$ cat config.mk
export PLATFORM = sky130hd
export DESIGN_NAME = fbvs_seq
export DESIGN_NICKNAME = d
export VERILOG_FILES = /design/src/design/fbvs_pkg.sv /design/src/design/fbvs_seq.sv
export SDC_FILE = /design/constraint.sdc
export NUM_CORES = 1
export LEC_CHECK = 0
export BUFFER_PORTS_ARGS = -buffer_cell sky130_fd_sc_hd__buf_2
export CAP_MARGIN = 20
export CORE_UTILIZATION = 40
export DETAILED_ROUTE_END_ITERATION = 7
export GPL_ROUTABILITY_DRIVEN = 0
export GPL_TIMING_DRIVEN = 0
export PLACE_DENSITY = 0.74
export SLEW_MARGIN = 30
export SYNTH_ARGS = -nofsm -noshare
export SYNTH_HDL_FRONTEND = slang
export SYNTH_SLANG_ARGS = --single-unit
export TNS_END_PERCENT = 100
$ cat constraint.sdc
create_clock -name i_clk -period 9.8 [get_ports i_clk]
set_input_delay 0.49 -clock i_clk [delete_from_list [all_inputs] [get_ports i_clk]]
set_output_delay 0.49 -clock i_clk [all_outputs]
set_load 0.05 [all_outputs]
$ cat src/design/fbvs_pkg.sv
// Shared types, constants and helpers for the four-bone vertex skinning block.
// Used by fbvs_palette, fbvs_seq, fbvs_dp and four_bone_vertex_skinning.
package fbvs_pkg;

    localparam int WORD_W         = 32;
    localparam int WEIGHT_W       = 17;
    localparam int ADDR_W         = 10;
    localparam int JOINT_W        = 8;
    localparam int NUM_INF        = 4;
    localparam int COLS           = 4;
    localparam int COL_W          = 2;
    localparam int ROWS_PER_BONE  = 3;
    localparam int WORDS_PER_BONE = 12;
    localparam int FRAC_W         = 16;
    localparam int PROD_W         = 64;
    localparam int TW_W           = WORD_W + WEIGHT_W + 1;
    localparam int ACC_W          = 51;

    localparam logic [WEIGHT_W-1:0] THR_RESET = 17'd66;

    localparam logic FUNC_WRITE = 1'b0;
    localparam logic FUNC_SKIN  = 1'b1;

    localparam logic [1:0] LAST_INF   = 2'd3;
    localparam logic [1:0] LAST_ROW   = 2'd2;
    // four datapath stages behind the palette read
    localparam logic [1:0] DRAIN_LOAD = 2'd3;

    typedef enum logic [1:0] {
        ST_IDLE,
        ST_ISSUE,
        ST_DRAIN,
        ST_FINISH
    } t_seq_state;

    // one matrix row: columns 0..2 rotate/scale, column 3 translates
    typedef logic [COLS-1:0][WORD_W-1:0] t_row;

    typedef struct packed {
        logic                en;
        logic [1:0]          row;
        logic [WEIGHT_W-1:0] weight;
    } t_slot;

    typedef struct packed {
        logic  clear;
        logic  finish;
        t_slot slot;
    } t_seq_cmd;

    // Clamp a wide signed value to a signed 32-bit word.
    function automatic logic [WORD_W-1:0] sat_word(input logic signed [ACC_W-1:0] v);
        logic [ACC_W-WORD_W:0] hi;
        logic [WORD_W-1:0]     res;
        hi = v[ACC_W-1:WORD_W-1];
        if (hi == '0 || hi == '1) begin
            res = v[WORD_W-1:0];
        end else if (v[ACC_W-1]) begin
            res = {1'b1, {(WORD_W-1){1'b0}}};
        end else begin
            res = {1'b0, {(WORD_W-1){1'b1}}};
        end
        return res;
    endfunction

endpackage

$ cat src/design/fbvs_seq.sv
// Sequencer: input handshake, threshold register, palette write decode and
// the walk over four influences by three rows. Depends on fbvs_pkg.
module fbvs_seq #(
    parameter int  MAX_BONES = 64,
    localparam int DEPTH     = MAX_BONES * fbvs_pkg::ROWS_PER_BONE,
    localparam int ROW_AW    = $clog2(DEPTH)
) (
    input  logic                            i_clk,
    input  logic                            i_rst_n,
    input  logic                            i_cfg_we,
    input  logic [fbvs_pkg::WEIGHT_W-1:0]   i_cfg_wdata,
    input  logic                            i_valid,
    output logic                            o_ready,
    input  logic                            i_func,
    input  logic [fbvs_pkg::ADDR_W-1:0]     i_palette_address,
    input  logic [fbvs_pkg::WEIGHT_W-1:0]   i_weight_a,
    input  logic [fbvs_pkg::WEIGHT_W-1:0]   i_weight_b,
    input  logic [fbvs_pkg::WEIGHT_W-1:0]   i_weight_c,
    input  logic [fbvs_pkg::WEIGHT_W-1:0]   i_weight_d,
    input  logic [fbvs_pkg::WORD_W-1:0]     i_joint_indices,
    input  logic                            i_out_free,
    output logic                            o_wr_en,
    output logic [ROW_AW-1:0]               o_wr_row,
    output logic [fbvs_pkg::COL_W-1:0]      o_wr_col,
    output logic                            o_rd_en,
    output logic [ROW_AW-1:0]               o_rd_row,
    output fbvs_pkg::t_seq_cmd              o_cmd
);

    localparam int PAL_WORDS = MAX_BONES * fbvs_pkg::WORDS_PER_BONE;
    localparam int CMP_W     = ($clog2(PAL_WORDS + 1) > fbvs_pkg::ADDR_W) ?
                               $clog2(PAL_WORDS + 1) : fbvs_pkg::ADDR_W;
    localparam int BONE_CW   = fbvs_pkg::JOINT_W + 1;

    fbvs_pkg::t_seq_state              r_state, n_state;
    logic [1:0]                        r_inf, n_inf;
    logic [1:0]                        r_row, n_row;
    logic [1:0]                        r_drain, n_drain;
    logic [fbvs_pkg::WEIGHT_W-1:0]     r_thr;
    logic [fbvs_pkg::WEIGHT_W-1:0]     r_wt [fbvs_pkg::NUM_INF];
    logic [fbvs_pkg::WORD_W-1:0]       r_joint;

    logic                              accept;
    logic                              skin_start;
    logic [fbvs_pkg::WEIGHT_W-1:0]     sel_weight;
    logic [fbvs_pkg::JOINT_W-1:0]      sel_bone;
    logic                              bone_ok;
    logic                              slot_en;
    logic [fbvs_pkg::ADDR_W-1:0]       rd_full;
    logic [fbvs_pkg::ADDR_W-1:0]       wr_full;
    logic                              finish;

    assign accept     = i_valid && o_ready;
    assign skin_start = accept && (i_func == fbvs_pkg::FUNC_SKIN);

    // decode palette word writes; drop those beyond the palette
    assign wr_full  = fbvs_pkg::ADDR_W'(i_palette_address[fbvs_pkg::ADDR_W-1:fbvs_pkg::COL_W]);
    assign o_wr_row = wr_full[ROW_AW-1:0];
    assign o_wr_col = i_palette_address[fbvs_pkg::COL_W-1:0];
    assign o_wr_en  = accept && (i_func == fbvs_pkg::FUNC_WRITE) &&
                      (CMP_W'(i_palette_address) < CMP_W'(PAL_WORDS));

    // select the current influence and its palette row
    assign sel_weight = r_wt[r_inf];
    assign sel_bone   = r_joint[{r_inf, 3'b000} +: fbvs_pkg::JOINT_W];
    assign bone_ok    = (BONE_CW'(sel_bone) < BONE_CW'(MAX_BONES));
    assign slot_en    = (r_state == fbvs_pkg::ST_ISSUE) && bone_ok && (sel_weight > r_thr);
    assign rd_full    = fbvs_pkg::ADDR_W'(sel_bone) *
                        fbvs_pkg::ADDR_W'(fbvs_pkg::ROWS_PER_BONE) +
                        fbvs_pkg::ADDR_W'(r_row);
    assign o_rd_row   = bone_ok ? rd_full[ROW_AW-1:0] : '0;

    assign o_cmd.clear       = skin_start;
    assign o_cmd.finish      = finish;
    assign o_cmd.slot.en     = slot_en;
    assign o_cmd.slot.row    = r_row;
    assign o_cmd.slot.weight = sel_weight;

    // next state and outputs
    always_comb begin
        n_state = r_state;
        n_inf   = r_inf;
        n_row   = r_row;
        n_drain = r_drain;
        o_ready = 1'b0;
        o_rd_en = 1'b0;
        finish  = 1'b0;
        case (r_state)
            fbvs_pkg::ST_IDLE: begin
                o_ready = 1'b1;
                if (i_valid && i_func == fbvs_pkg::FUNC_SKIN) begin
                    n_state = fbvs_pkg::ST_ISSUE;
                    n_inf   = '0;
                    n_row   = '0;
                end
            end
            fbvs_pkg::ST_ISSUE: begin
                o_rd_en = slot_en;
                if (r_row == fbvs_pkg::LAST_ROW) begin
                    n_row = '0;
                    if (r_inf == fbvs_pkg::LAST_INF) begin
                        n_state = fbvs_pkg::ST_DRAIN;
                        n_drain = fbvs_pkg::DRAIN_LOAD;
                    end else begin
                        n_inf = r_inf + 2'd1;
                    end
                end else begin
                    n_row = r_row + 2'd1;
                end
            end
            fbvs_pkg::ST_DRAIN: begin
                if (r_drain == '0) begin
                    n_state = fbvs_pkg::ST_FINISH;
                end else begin
                    n_drain = r_drain - 2'd1;
                end
            end
            fbvs_pkg::ST_FINISH: begin
                if (i_out_free) begin
                    finish  = 1'b1;
                    n_state = fbvs_pkg::ST_IDLE;
                end
            end
            default: begin
                n_state = fbvs_pkg::ST_IDLE;
            end
        endcase
    end

    // state register
    always_ff @(posedge i_clk) begin
        if (!i_rst_n) begin
            r_state <= fbvs_pkg::ST_IDLE;
            r_inf   <= '0;
            r_row   <= '0;
            r_drain <= '0;
        end else begin
            r_state <= n_state;
            r_inf   <= n_inf;
            r_row   <= n_row;
            r_drain <= n_drain;
        end
    end

    // hold the threshold register
    always_ff @(posedge i_clk) begin
        if (!i_rst_n) begin
            r_thr <= fbvs_pkg::THR_RESET;
        end else if (i_cfg_we) begin
            r_thr <= i_cfg_wdata;
        end
    end

    // capture weights and bone indices of a skin beat
    always_ff @(posedge i_clk) begin
        if (skin_start) begin
            r_wt[0] <= i_weight_a;
            r_wt[1] <= i_weight_b;
            r_wt[2] <= i_weight_c;
            r_wt[3] <= i_weight_d;
            r_joint <= i_joint_indices;
        end
    end

    a_skin_starts: assert property (@(posedge i_clk) disable iff (!i_rst_n)
        skin_start |=> (r_state == fbvs_pkg::ST_ISSUE && r_inf == '0 && r_row == '0))
        else $error("skin beat did not start the row walk");

    a_walk_ends: assert property (@(posedge i_clk) disable iff (!i_rst_n)
        (r_state == fbvs_pkg::ST_ISSUE && r_inf == fbvs_pkg::LAST_INF &&
         r_row == fbvs_pkg::LAST_ROW)
        |=> (r_state == fbvs_pkg::ST_DRAIN && r_drain == fbvs_pkg::DRAIN_LOAD))
        else $error("row walk did not enter drain after the last row");

    a_finish_free: assert property (@(posedge i_clk) disable iff (!i_rst_n)
        o_cmd.finish |-> i_out_free)
        else $error("result loaded while output register still full");

    a_read_weighted: assert property (@(posedge i_clk) disable iff (!i_rst_n)
        o_rd_en |-> (sel_weight > r_thr && bone_ok))
        else $error("palette read for an influence that does not contribute");

endmodule

**After elaboration in Yosys (flattened, before gate mapping)**

Memory sizes are Yosys's and may differ from the RTL's. A register that Yosys moved wholly into a read port is not among the register bits.
Cells that the tools add are included.

- Equal/unequal tests: 12
- Add/subtract/negate cells: 4
- Reductions and logical operators: 15
- Shift-type cells: 1
- Bitwise logic cells: 1
- Multiply operators: 1
- $lt $le $gt $ge: 3
- Multiplexer cells: 25

Operators with widths:

| operator | number |
|---|---|
| 32-bit by 6-bit indexed part select with 8-bit output | 1 |
| 2-bit 2-to-1 mux | 14 |
| 17-bit > comparator | 1 |
| 2-bit one-hot mux with 2 select lines | 3 |
| 10-bit < comparator, second input constant | 1 |
| 2-bit != test, second input constant | 5 |
| 8-bit by 2-bit adder with 8-bit output | 1 |
| 2-bit equality test, second input constant | 4 |
| 8-bit by 7-bit < comparator with 1-bit output, second input constant | 1 |
| 8-bit by 2-bit multiplier with 8-bit output, second input constant | 1 |
| 8-bit 2-to-1 mux | 1 |
| 2-bit one-hot mux with 4 select lines | 1 |
| 4-bit AND reduction | 2 |
| 1-bit logical AND | 7 |
| 1-bit 2-to-1 mux | 6 |
| 5-bit AND reduction | 1 |
| 2-bit by 1-bit adder with 2-bit output, second input constant | 2 |
| 2-bit zero test | 2 |
| 2-bit by 1-bit != test with 1-bit output, second input constant | 2 |
| 2-bit nonzero test | 2 |
| 2-bit by 1-bit equality test with 1-bit output, second input constant | 1 |
| 2-bit AND reduction | 1 |
| 2-bit by 1-bit subtractor with 2-bit output, second input constant | 1 |
| 1-bit inverter | 1 |

- Register bits: 57
- Output and inout bits: 43
- Bits in writable memories: 68
- Memories: 1

Memories:

| name | words | bits a word | rd ports | clocked after memory_dff | wr ports | line | text |
|---|---|---|---|---|---|---|---|
| r_wt | 4 | 17 | 1 | 1 | 4 | fbvs_seq.sv:40 | `logic [fbvs_pkg::WEIGHT_W-1:0] r_wt [fbvs_pkg::NUM_INF];` |

**Depth between registers and ports, before layout**

- Depth after elaboration: 6
- Mapped depth: 10
- Depth with buffers taken out: 9

**Least setup slack after synthesis**

OpenSTA, ideal clock, no wires.

- Path kind: register to output
- Start point: reg r_inf[0]
- End point: out o_rd_row[5]
- Path buffers: 1
- Data required time: 9.310 ns
- Path slack: 5.588 ns
- Stages on the path, launching flop included: 11
- Arrival time: 3.722 ns
- Cells stage by stage: dfxtp_1 buf_2 mux4_2 fa_1 ha_1 inv_1 fa_1 nor2b_1 o21a_1 nor3_1 nor3b_1

- Cells in the longest elaborated chain, start to end: 4
- Elaborated cells between the ends (all ways): 5
- Those cells by class: add/sub: 1; mul: 1; order compare: 1; shift: 1; mux: 1

Ends and longest elaborated chain:

| item | line | text |
|---|---|---|
| from (decl) | fbvs_seq.sv:36 | `logic [1:0] r_inf, n_inf;` |
| from (signal assigned) | fbvs_seq.sv:139 | `r_inf <= n_inf;` |
| 32-bit by 6-bit indexed part select with 8-bit output * | fbvs_seq.sv:65 | `assign sel_bone = r_joint[{r_inf, 3'b000} +: fbvs_pkg::JOINT_W];` |
| 8-bit by 2-bit multiplier with 8-bit output | fbvs_seq.sv:68 | `assign rd_full = fbvs_pkg::ADDR_W'(sel_bone) *` |
| 8-bit by 2-bit adder with 8-bit output | fbvs_seq.sv:69 | `fbvs_pkg::ADDR_W'(fbvs_pkg::ROWS_PER_BONE) +` |
| 8-bit 2-to-1 mux * | fbvs_seq.sv:71 | `assign o_rd_row = bone_ok ? rd_full[ROW_AW-1:0] : '0;` |
| to (decl) | fbvs_seq.sv:26 | `output logic [ROW_AW-1:0] o_rd_row,` |

Mark *: on every way between the ends. The rest lies on a longest branch, timed or not.

==> results.yml <==
power:
  pwr-share-comb_pct: 27.7
  vdd_drop_max_v: 0.000135
  p_leak_uw: 0.00310
  p_per_area_nw_per_um2: 244
  pwr-share-seq_pct: 37.7
  cellInternalPower_uw: 1240
  sw_frac_of_total_pct: 31.5
  p_switching_uw: 571
  clkPwrFrac_pct: 34.5
synthesis:
  avgSynthCellArea_um2: 15.2
  synthSimpleGateAreaFrac_pct: 6.30
  yosys_register_bits: 127
  synth-compound-area-share_pct: 5.01
  ys.flop_type: "edfxtp_1"
  synth_warnings: 0
  synth.distinct_cells: 45
  synth_area_leaders: "edfxtp_1, mux4_2, dfxtp_1"
  syn-num-nets: 549
  synthAdderAreaFrac_pct: 8.54
  synth-xor-area-share_pct: 0.305
  yosysTopAreaCellShare_pct: 52.3
  synthMuxAreaShare_pct: 13.3
  syn_area_um2: 5740
  synth_top_family_by_area: "multiplexers"
  async_flop_share_pct: 0
  synth_edf_count: 100
  yosysSeqAreaShare_pct: 61.7
  synthCells: 378
  synth_top_area_cell: "edfxtp_1"
setup_path:
  cp-start-kind: "flop"
  critPathArrivalTime_ns: 3.80
  critical_path.endpoint: "o_cmd[19]"
  r2r_end: "r_wt[1][13]$_DFFE_PP_"
  ff2ff_setup_slack_ns: 7.83
  crit_type: "flop to output port"
  worstReg2RegStart: "r_state[1]$_SDFFE_PN0P_"
  cp_max_fo: 10
  cp-end-kind: "output port"
  cp.required_ns: 9.31
  r2r_cells: 5
placement:
  place_inst: 725
  hpwl_mm: 8.96
  portBuffers: 166
clock_tree:
  cts.clk_slew.worst_paths_ns: 0.06
  cts_resized: 0
  htree_levels: 4
  cts-root-buf: "clkbuf_16"
  cts_num_sinks: 127
  cts_buffer_depth: 2
  postCtsSetupBuffers: 0
  clock_latency_ns: 0.41
  cts_buffers: 17
  hold_buffers: 0
  cts_tree: "done"
route:
  drt_iter0_drc: 205
  drc: 0
  routed_via_density: 4.96
  wl_per_cell_um: 15.7
  dr.pass1.iters: 4
  wl_mm: 11.9
  vias: 3759
  ant_nets: 0
global_routing:
  grt_pass1_vias: 3740
  antenna_found_initial: 2
  met1_usage_pct: 17.9
  grt_use_total_pct: 16.6
  grt_use_met2_pct: 29.9
  busiest_layer: "met2"
  use_met3_pct: 5.43
  grt_pass1_wl_mm: 18.1
  grt-ovfl-total: 0
  grt_max_degree: 81
final_layout:
  final_common_cell: "buf_2"
  final_cell_mix: "buf_2, edfxtp_1, ha_1, inv_1, dfxtp_1"
  drive_gt1_share_pct: 43.0
  final_cells: 758
  area_delta_synth_final_pct: 29.3
  nets: 735
die:
  ios: 176
  die_w_um: 122
  dieArea_um2: 14800
  die_h_um: 122
  rows: 43
  start_util_pct: 41.2
  fp.coreArea_um2: 13900
sta:
  slew_headroom_pct: 53.9
  hold_viol: 0
  rsz0062_at_grt: "no"
  fin_setup_tns_ns: 0
  drv_slew: 0
  fmax_mhz: 233
  fin_crit_sh_pct: 43.8
  timing.clock.skew_ns: 0.00734
  setup_viol: 0
  tightest_slew_ns: 0.692
  min_period_ns: 4.29
min_path:
  hold_path_class: "input pin to flop"
job:
  cap_violations: 0
status:
  status: "finished clean"
## state kept, by name, summed over array words and instances, names as in the netlist, named ones only
register / cells
r_state: 2
r_thr: 17
r_row: 2
r_inf: 2
r_joint: 32
r_drain: 2
r_wt: 68
## worst min-delay path by stage
stage | from | to | slack, ns | cells after the start
finish | i_weight_a[3] | r_wt[0][3]$_DFFE_PP_ | 0.25 | 1
detailed placement | r_thr[5]$_SDFFE_PN0P_ | r_thr[5]$_SDFFE_PN0P_ | 0.49 | 2
CTS | i_joint_indices[24] | r_joint[24]$_DFFE_PP_ | 0.23 | 1
global route | i_joint_indices[5] | r_joint[5]$_DFFE_PP_ | 0.24 | 1
global placement | r_thr[13]$_SDFFE_PN0P_ | r_thr[13]$_SDFFE_PN0P_ | 0.47 | 2
floorplan | r_thr[1]$_SDFFE_PN1P_ | r_thr[1]$_SDFFE_PN1P_ | 0.46 | 2
## cell type report
type | count | area (um2)
clock inverters | 14 | 165
clock buffers | 18 | 429
well taps | 180 | 225
repair buffers | 167 | 858
fillers | 1148 | 6510
flip-flops and latches | 127 | 3540
plain buffers | 25 | 154
diodes | 1 | 2.50
multi-input cells | 193 | 1920
inverters | 33 | 129
## critical path, cell delays in order, from the launching register on
cell,delay [ns]
dfxtp_1,0.30
clkbuf_2,0.25
buf_1,0.57
mux4_2,0.45
ha_1,0.33
nand4_1,0.16
nor4_1,0.54
a21bo_2,0.30
a31oi_1,0.12
buf_4,0.12
buf_2,0.26
## per-layer routing
| layer | wire length, um | share of wire, % |
|---|---|---|
| met1 | 4600 | 39 |
| met2 | 6300 | 53 |
| met3 | 788 | 6.6 |
| met4 | 208 | 1.7 |
| met5 | 10 | 0.084 |
## metrics by stage
step | worst slack, ns | util (%) | area [um2] | hold WS [ns] | total power [uW]
after detailed placement | 5.96 | 49.0 | 6830 | 0.487 | 1200
after CTS | 5.47 | 53.3 | 7430 | 0.233 | 1830
final | 5.51 | 53.3 | 7430 | 0.252 | 1810
after global placement | 5.26 | 48.8 | 6800 | 0.472 | 1180
after global routing | 5.28 | 53.3 | 7430 | 0.238 | 1900
after floorplan | 5.59 | - | 5740 | 0.459 | 1070
## power by group through the flow
stage | Combinational (uW) | Sequential (uW) | Clock (uW)
global placement | 482 | 699 | 0
detailed placement | 505 | 696 | 0
CTS | 508 | 685 | 639
finish | 503 | 685 | 626
global route | 552 | 690 | 659
floorplan | 376 | 698 | 0
## Yosys cell counts (3+ instances only)
cell type    n
buf_2        5
nand4_1      3
and2_1       5
nor2b_1      8
clkbuf_1     3
o21ai_0      4
a311oi_1     3
nor2_1      23
ha_1        36
inv_1       33
buf_4       14
nand2_1     14
nor3b_1      3
a21oi_1     10
o211ai_1     4
nor3_1       3
dfxtp_1     27
edfxtp_1   100
mux4_2      25
mux2i_1     19
a31oi_1      4
## logic make-up (layout without fill, tap and decap cells)
family,Yosys count,count (layout)
mux,45,45
fa+ha+maj,38,38
buf+inv,58,257
simple gates,69,69
other cells,0,1
xor+xnor,2,2
compound gates,39,39
flops,127,127
No activity file was read; power rests on OpenSTA's default activity.
